==> src/rtl/ffca_pkg.sv <==
// Shared types and constants for the first-fit coalescing allocator.
// Used by ffca_ctrl, ffca_datapath and first_fit_coalescing_allocator_unit.
`timescale 1ns / 1ps
package ffca_pkg;

    localparam int UNITS      = 1024;
    // UNIT_BYTES must be a power of two: unit counts and byte counts convert by shifting.
    localparam int UNIT_BYTES = 64;
    localparam int UNIT_SHIFT = $clog2(UNIT_BYTES);
    localparam int AW         = $clog2(UNITS);
    localparam int LW         = AW + 1;
    localparam int SIZE_W     = 17;
    localparam int BYTES_W    = 17;
    localparam int UNITS_W    = SIZE_W + 1 - UNIT_SHIFT;

    localparam logic CMD_FREE = 1'b1;

    typedef enum logic [1:0] {
        RES_OK    = 2'd0,
        RES_NOFIT = 2'd1,
        RES_ZERO  = 2'd2
    } t_res;

    typedef enum logic [4:0] {
        S_CLEAR,
        S_IDLE,
        S_DECODE,
        S_A_CHK,
        S_A_TAKE,
        S_A_SP1,
        S_A_SP2,
        S_F_CHK,
        S_F_NX,
        S_F_NX2,
        S_F_TAG,
        S_F_PRD,
        S_F_PCHK,
        S_F_APP0,
        S_F_APP1,
        S_F_APP2,
        S_DONE_OK,
        S_DONE_NOFIT,
        S_DONE_ZERO
    } t_state;

    typedef enum logic [4:0] {
        OP_NONE,
        OP_CLEAR,
        OP_LOAD,
        OP_DECODE,
        OP_A_CHK,
        OP_A_TAKE,
        OP_A_SP1,
        OP_A_SP2,
        OP_F_CHK,
        OP_F_NX,
        OP_F_NX2,
        OP_F_TAG,
        OP_F_PRD,
        OP_F_PCHK,
        OP_F_APP0,
        OP_F_APP1,
        OP_F_APP2,
        OP_DONE
    } t_op;

    typedef struct packed {
        t_op  op;
        t_res res;
    } t_cmd;

    typedef struct packed {
        logic cfg_wr;
        logic clr_last;
        logic free_cmd;
        logic size_zero;
        logic count_zero;
        logic h_oob;
        logic fit;
        logic exact;
        logic last;
        logic used_h;
        logic nx_in;
        logic nx_free;
        logic nx_single;
        logic h_zero;
        logic p_lt_h;
        logic p_free;
        logic merged;
    } t_sts;

endpackage

==> src/rtl/ffca_ctrl.sv <==
// Sequencer of the allocator: walks each item through its datapath steps.
// Depends on ffca_pkg; drives ffca_datapath through t_cmd and reads t_sts.
`timescale 1ns / 1ps
module ffca_ctrl (
    input  logic           i_clk,
    input  logic           i_rst_n,
    input  logic           i_start,
    input  ffca_pkg::t_sts i_sts,
    output ffca_pkg::t_cmd o_cmd,
    output logic           o_busy
);

    ffca_pkg::t_state r_state;
    ffca_pkg::t_state n_state;

    always_ff @(posedge i_clk) begin
        if (!i_rst_n) begin
            r_state <= ffca_pkg::S_CLEAR;
        end else begin
            r_state <= n_state;
        end
    end

    always_comb begin
        n_state = r_state;
        unique case (r_state)
            ffca_pkg::S_CLEAR:  if (i_sts.clr_last) n_state = ffca_pkg::S_IDLE;
            ffca_pkg::S_IDLE:   if (i_start) n_state = ffca_pkg::S_DECODE;
            ffca_pkg::S_DECODE: begin
                if (i_sts.free_cmd) begin
                    n_state = i_sts.h_oob ? ffca_pkg::S_DONE_OK : ffca_pkg::S_F_CHK;
                end else if (i_sts.size_zero) begin
                    n_state = ffca_pkg::S_DONE_ZERO;
                end else if (i_sts.count_zero) begin
                    n_state = ffca_pkg::S_DONE_NOFIT;
                end else begin
                    n_state = ffca_pkg::S_A_CHK;
                end
            end
            ffca_pkg::S_A_CHK: begin
                if (i_sts.fit) begin
                    n_state = i_sts.exact ? ffca_pkg::S_A_TAKE : ffca_pkg::S_A_SP1;
                end else if (i_sts.last) begin
                    n_state = ffca_pkg::S_DONE_NOFIT;
                end
            end
            ffca_pkg::S_A_TAKE: n_state = ffca_pkg::S_DONE_OK;
            ffca_pkg::S_A_SP1:  n_state = ffca_pkg::S_A_SP2;
            ffca_pkg::S_A_SP2:  n_state = ffca_pkg::S_DONE_OK;
            ffca_pkg::S_F_CHK: begin
                if (!i_sts.used_h) begin
                    n_state = ffca_pkg::S_DONE_OK;
                end else begin
                    n_state = i_sts.nx_in ? ffca_pkg::S_F_NX : ffca_pkg::S_F_TAG;
                end
            end
            ffca_pkg::S_F_NX: begin
                if (i_sts.nx_free && !i_sts.nx_single) n_state = ffca_pkg::S_F_NX2;
                else n_state = ffca_pkg::S_F_TAG;
            end
            ffca_pkg::S_F_NX2: n_state = ffca_pkg::S_F_TAG;
            ffca_pkg::S_F_TAG: n_state = i_sts.h_zero ? ffca_pkg::S_F_APP0 : ffca_pkg::S_F_PRD;
            ffca_pkg::S_F_PRD: n_state = i_sts.p_lt_h ? ffca_pkg::S_F_PCHK : ffca_pkg::S_F_APP0;
            ffca_pkg::S_F_PCHK: begin
                n_state = i_sts.p_free ? ffca_pkg::S_DONE_OK : ffca_pkg::S_F_APP0;
            end
            ffca_pkg::S_F_APP0: begin
                if (i_sts.merged || i_sts.count_zero) n_state = ffca_pkg::S_DONE_OK;
                else n_state = ffca_pkg::S_F_APP1;
            end
            ffca_pkg::S_F_APP1: n_state = ffca_pkg::S_F_APP2;
            ffca_pkg::S_F_APP2: n_state = ffca_pkg::S_DONE_OK;
            ffca_pkg::S_DONE_OK, ffca_pkg::S_DONE_NOFIT, ffca_pkg::S_DONE_ZERO: begin
                n_state = ffca_pkg::S_IDLE;
            end
            default: n_state = ffca_pkg::S_CLEAR;
        endcase
        // A pool write restarts the clearing sweep from any state.
        if (i_sts.cfg_wr) n_state = ffca_pkg::S_CLEAR;
    end

    always_comb begin
        o_cmd.res = ffca_pkg::RES_OK;
        unique case (r_state)
            ffca_pkg::S_CLEAR:  o_cmd.op = ffca_pkg::OP_CLEAR;
            ffca_pkg::S_IDLE:   o_cmd.op = i_start ? ffca_pkg::OP_LOAD : ffca_pkg::OP_NONE;
            ffca_pkg::S_DECODE: o_cmd.op = ffca_pkg::OP_DECODE;
            ffca_pkg::S_A_CHK:  o_cmd.op = ffca_pkg::OP_A_CHK;
            ffca_pkg::S_A_TAKE: o_cmd.op = ffca_pkg::OP_A_TAKE;
            ffca_pkg::S_A_SP1:  o_cmd.op = ffca_pkg::OP_A_SP1;
            ffca_pkg::S_A_SP2:  o_cmd.op = ffca_pkg::OP_A_SP2;
            ffca_pkg::S_F_CHK:  o_cmd.op = ffca_pkg::OP_F_CHK;
            ffca_pkg::S_F_NX:   o_cmd.op = ffca_pkg::OP_F_NX;
            ffca_pkg::S_F_NX2:  o_cmd.op = ffca_pkg::OP_F_NX2;
            ffca_pkg::S_F_TAG:  o_cmd.op = ffca_pkg::OP_F_TAG;
            ffca_pkg::S_F_PRD:  o_cmd.op = ffca_pkg::OP_F_PRD;
            ffca_pkg::S_F_PCHK: o_cmd.op = ffca_pkg::OP_F_PCHK;
            ffca_pkg::S_F_APP0: o_cmd.op = ffca_pkg::OP_F_APP0;
            ffca_pkg::S_F_APP1: o_cmd.op = ffca_pkg::OP_F_APP1;
            ffca_pkg::S_F_APP2: o_cmd.op = ffca_pkg::OP_F_APP2;
            ffca_pkg::S_DONE_OK: o_cmd.op = ffca_pkg::OP_DONE;
            ffca_pkg::S_DONE_NOFIT: begin
                o_cmd.op  = ffca_pkg::OP_DONE;
                o_cmd.res = ffca_pkg::RES_NOFIT;
            end
            ffca_pkg::S_DONE_ZERO: begin
                o_cmd.op  = ffca_pkg::OP_DONE;
                o_cmd.res = ffca_pkg::RES_ZERO;
            end
            default: o_cmd.op = ffca_pkg::OP_NONE;
        endcase
    end

    assign o_busy = (r_state != ffca_pkg::S_IDLE);

endmodule

==> config.mk <==
export PLATFORM = sky130hd
export DESIGN_NAME = ffca_ctrl
export DESIGN_NICKNAME = d
export VERILOG_FILES = /design/src/rtl/ffca_pkg.sv /design/src/rtl/ffca_ctrl.sv
export SDC_FILE = /design/constraint.sdc
export NUM_CORES = 1
export LEC_CHECK = 0
export ABC_AREA = 1
export BUFFER_PORTS_ARGS = -buffer_cell sky130_fd_sc_hd__buf_2
export CAP_MARGIN = 20
export CORE_MARGIN = 2
export CORE_UTILIZATION = 47
export DETAILED_ROUTE_END_ITERATION = 10
export GPL_TIMING_DRIVEN = 1
export PLACE_DENSITY = 0.86
export SYNTH_ARGS = -nofsm -noshare
export SYNTH_HDL_FRONTEND = slang
export SYNTH_SLANG_ARGS = --single-unit
==> constraint.sdc <==
create_clock -name i_clk -period 1.5 [get_ports i_clk]
set_input_delay 0.225 -clock i_clk [delete_from_list [all_inputs] [get_ports i_clk]]
set_output_delay 0.225 -clock i_clk [all_outputs]
set_load 0.05 [all_outputs]
**Yosys cells after proc, flatten, opt, wreduce, memory -nomap -nowiden**

Cells that the tools add are included.

- Flip-flop bits (word level): 5
- Word-level logic and storage cells: 52
- Bits of input ports: 20

- Muxes and demuxes: 20
- Bitwise operators: 1
- Equal/unequal tests: 22
- Reduce and logical (&&, ||, !) cells: 8

Operators with widths:

| kind | number |
|---|---|
| 5-bit one-hot mux with 17 select lines | 1 |
| 5-bit one-hot mux with 15 select lines | 1 |
| 5-bit two-way mux | 11 |
| 5-bit by 4-bit equality test with 1-bit output, second input constant | 8 |
| 5-bit by 3-bit equality test with 1-bit output, second input constant | 4 |
| 5-bit equality test, second input constant | 3 |
| 5-bit by 2-bit equality test with 1-bit output, second input constant | 2 |
| 2-bit two-way mux | 3 |
| 3-bit OR reduction | 2 |
| 5-bit by 1-bit equality test with 1-bit output, second input constant | 1 |
| 5-bit zero test | 1 |
| 5-bit by 1-bit inequality test with 1-bit output, second input constant | 1 |
| 2-bit inequality test, second input constant | 2 |
| 2-bit one-hot mux with 2 select lines | 1 |
| 3-bit two-way mux | 1 |
| 3-bit inequality test, second input constant | 1 |
| 3-bit AND reduction | 1 |
| 1-bit two-way mux | 2 |
| 2-bit OR reduction | 1 |
| 1-bit logical AND | 1 |
| 1-bit zero test | 1 |
| 1-bit logical OR | 1 |
| 1-bit inverter | 1 |

**Longest topological paths before layout**

- Depth in word-level cells: 4
- Mapped depth: 10
- Gate-level depth less buffers: 10

**Worst setup path before layout**

OpenSTA, ideal clock, no wires.

- Kind: register to output
- Start point: register r_state[2]
- End point: output o_cmd[3] (netlist bit)
- Path buffers: 0
- Setup slack: -524 ps
- Stages on the path, launching flop included: 4
- Arrival: 1799 ps
- Cells stage by stage: dfxtp_1 nor2_1 nand3_2 o221ai_1

RTL lines:

| item | RTL line | text |
|---|---|---|
| start: declaration | ffca_ctrl.sv:13 | `ffca_pkg::t_state r_state;` |
| start signal: assignment | ffca_ctrl.sv:18 | `r_state <= ffca_pkg::S_CLEAR;` |
| start signal: assignment | ffca_ctrl.sv:20 | `r_state <= n_state;` |
| end: declaration | ffca_ctrl.sv:9 | `output ffca_pkg::t_cmd o_cmd,` |

==> flow_summary.json <==
{
  "worstMarginPinSlew_ns": 0.3468,
  "endpoint_kind": "output pin",
  "violations": "setup timing",
  "path_buf_inv": 2,
  "dieArea_um2": 1874,
  "synth_seq_cells": 5,
  "clock_skew_ns": 0.003271,
  "clk_path_buf_depth": 2,
  "yosysWarnings": 0,
  "core-area_um2": 1471,
  "track_usage_pct": 28.46,
  "outcome": "finished, violations left",
  "drive_gt1_share_pct": 44.32,
  "drt-total-wl_um": 2600,
  "reg.largest.list": "r_state (5)",
  "path_cells": "inv_4 > nand2_4 > nor2_4 > nand2_2 > o21ai_2 > nor3_2 > nand4_1 > buf_6",
  "via_count": 1075,
  "holdPathStages": 4,
  "r2r_slack_ns": 0,
  "dp.cells": 196,
  "ff2ff_path_depth": 10,
  "path_class": "flip-flop to output pin",
  "io_buffers": 27,
  "reg2reg_to": "r_state[1]",
  "multi_input_area_um2": 610.6,
  "ant_nets": 0,
  "crit_cells": 8,
  "cp.required_ns": 1.27,
  "tritoncts": "built",
  "wl_per_cell_um": 12.94,
  "maxSlewViolCount": 0,
  "first_global_vias": 980,
  "regMostFlops": "r_state",
  "nFillCells": 111,
  "slew_headroom_pct": 76.70,
  "p_sw_share_pct": 34.78,
  "diodes": 0,
  "r2r_start": "r_state[0]",
  "pwr-share-comb_pct": 34.1,
  "synth.yosys.seq_area_share_pct": 13.79,
  "fmaxAchievable_mhz": 594.2,
  "worstHoldPathType": "input pin to flip-flop",
  "hold_viol": 0,
  "placed_area_um2": 1007,
  "nNetsFinal": 206,
  "dieHeight_um": 43.30,
  "p_sw_uw": 155.5,
  "die_width_um": 43.30,
  "via_per_inst": 5.348,
  "synth.distinct_cells": 24,
  "postCtsHoldBufs": 0,
  "seqCellArea_um2": 118.9,
  "cp-endpoint": "o_cmd[4]",
  "p_int_uw": 291.5,
  "initial_utilization_pct": 49.32,
  "setup-violations-final": 7,
  "fin_crit_sh_pct": 112.2,
  "antenna_found_initial": 0,
  "fin_tns_setup_ns": -0.6686,
  "final_common_cell": "nand2_1",
  "cts_buffers": 3,
  "leakage_uw": 0.0006050,
  "synthCells": 140,
  "cp_slowest_cell": "dfxtp_4",
  "cap_violations": 0,
  "finalWorstSetupSlack_ns": -0.1831,
  "drt_iter0_markers": 47,
  "synth_area_um2": 725.7,
  "clk_pin_slew_worst_paths_ns": 0.04,
  "arrival_ns": 1.46,
  "min_period_ns": 1.683,
  "dp_hpwl_um": 1971,
  "final_cells": 201,
  "power_frac_seq_pct": 29.8,
  "fin_area_um2": 1162,
  "root_buffer": "clkbuf_4",
  "cts-htree-levels": 1,
  "ir_drop_mv": 0.3329,
  "cts_num_sinks": 5,
  "gr-total-overflow": 0,
  "io_pins": 28,
  "clock_power_share_pct": 36.1,
  "clk_latency_ns": 0.25,
  "syn_nets": 160,
  "syn_avg_cell_area_um2": 5.184,
  "grt_max_degree": 9,
  "row_count": 14,
  "post-route-drc-count": 0,
  "rsz0062_at_grt": "true",
  "crit_start": "r_state[0]",
  "first_pass_iters": 4,
  "place_congestion": 0.9332,
  "cp_max_fo": 4,
  "area_growth_pct": 60.17,
  "final_cell_mix": "nand2_1 (38), nor2_1 (22), buf_2 (20)",
  "critPathTopFamily": "simple AND/OR/NAND/NOR gates",
  "largest_register_ff_count": 5,
  "cp_slowest_stage_delay_ns": 0.37,
  "grt_pass1_wl_um": 3981,
  "cp-start-kind": "flip-flop",
  "p_per_area_nw_per_um2": 384.5
}
metal layers:
metal	up-vias	wire, µm	global-route usage, %
li1	531	-	-
met1	492	971	34.27
met2	47	1368	51.34
met3	5	211	1.277
met4	0	48	12.12
met5	-	0	0
tightest hold or removal path, stage by stage:
cell,delay (ns)
buf_2,0.10
nor2_4,0.05
inv_1,0.04
a21oi_1,0.06
cells by family (layout without fill, tap and decap cells):
| logic type | after synthesis | after routing | synth area share [%] |
|---|---|---|---|
| AOI/OAI and AO/OA | 17 | 17 | 13.10 |
| buffers and inverters | 24 | 69 | 13.79 |
| and+or+nand+nor | 94 | 94 | 59.31 |
| DFF | 5 | 5 | 13.79 |
per-stage QoR:
step | hold WS [ns] | setup WS, ns | power (µW) | util (%)
floorplan | 0.3816 | -0.2450 | 224.7 | -
global placement | 0.5148 | 0.02716 | 276.9 | 68.45
detailed placement | 0.5334 | -0.02995 | 281.3 | 68.45
CTS | 0.2719 | -0.1212 | 448.7 | 76.62
global route | 0.2980 | -0.2377 | 471.7 | 79.00
finish | 0.2792 | -0.1831 | 447.0 | 79.00
power groups by stage:
stage	clock network, µW	logic (µW)	registers (µW)
CTS	167	147	135
detailed placement	0	139	143
global route	174	165	133
finish	161	152	133
floorplan	0	84.3	140
global placement	0	135	142
how the worst min path moves through the flow:
| stage | startpoint | to | slack (ns) |
|---|---|---|---|
| CTS | i_sts[8] | r_state[1] | 0.27 |
| global route | i_sts[8] | r_state[1] | 0.30 |
| floorplan | i_sts[8] | r_state[1] | 0.38 |
| global placement | i_sts[8] | r_state[1] | 0.51 |
| detailed placement | i_sts[8] | r_state[1] | 0.53 |
| finish | i_sts[8] | r_state[1] | 0.28 |
cell type report:
cell class	instances	share of cell area [%]
repair buffers	42	25.40
clock buffers	4	2.261
flip-flops and latches	5	10.23
multi-input cells	111	52.53
inverters	23	7.858
well taps	16	1.722
Yosys cell counts:
cell	number	area [µm²]
inv_1	21	78.83
nand3_1	6	30.03
nand3_2	2	20.02
nand2_1	43	161.4
nor2_1	26	97.59
buf_6	1	11.26
o21ai_1	1	5.000
inv_2	1	3.750
inv_4	1	6.260
o221ai_1	1	8.760
o31ai_1	1	7.510
o21ai_0	8	40.04
dfxtp_1	5	100.1
a21oi_2	1	8.760
or2_2	1	6.260
nor3b_1	1	7.510
nor3_1	4	20.02
nor2_2	1	6.260
and3_1	1	6.260
nor2_4	3	33.78
nand4_1	3	18.77
nor3_2	1	10.01
a21oi_1	5	25.02
nand2_2	2	12.51
what timing repair did:
| action | 4_1_cts | 5_1_grt |
|---|---|---|
| setup buffers | 0 | 1 |
| resized for setup | 33 | 10 |
| endpoints found under the setup margin | 8 | 10 |
| pin swaps | 2 | 5 |
(Power assumes the default switching activity.)
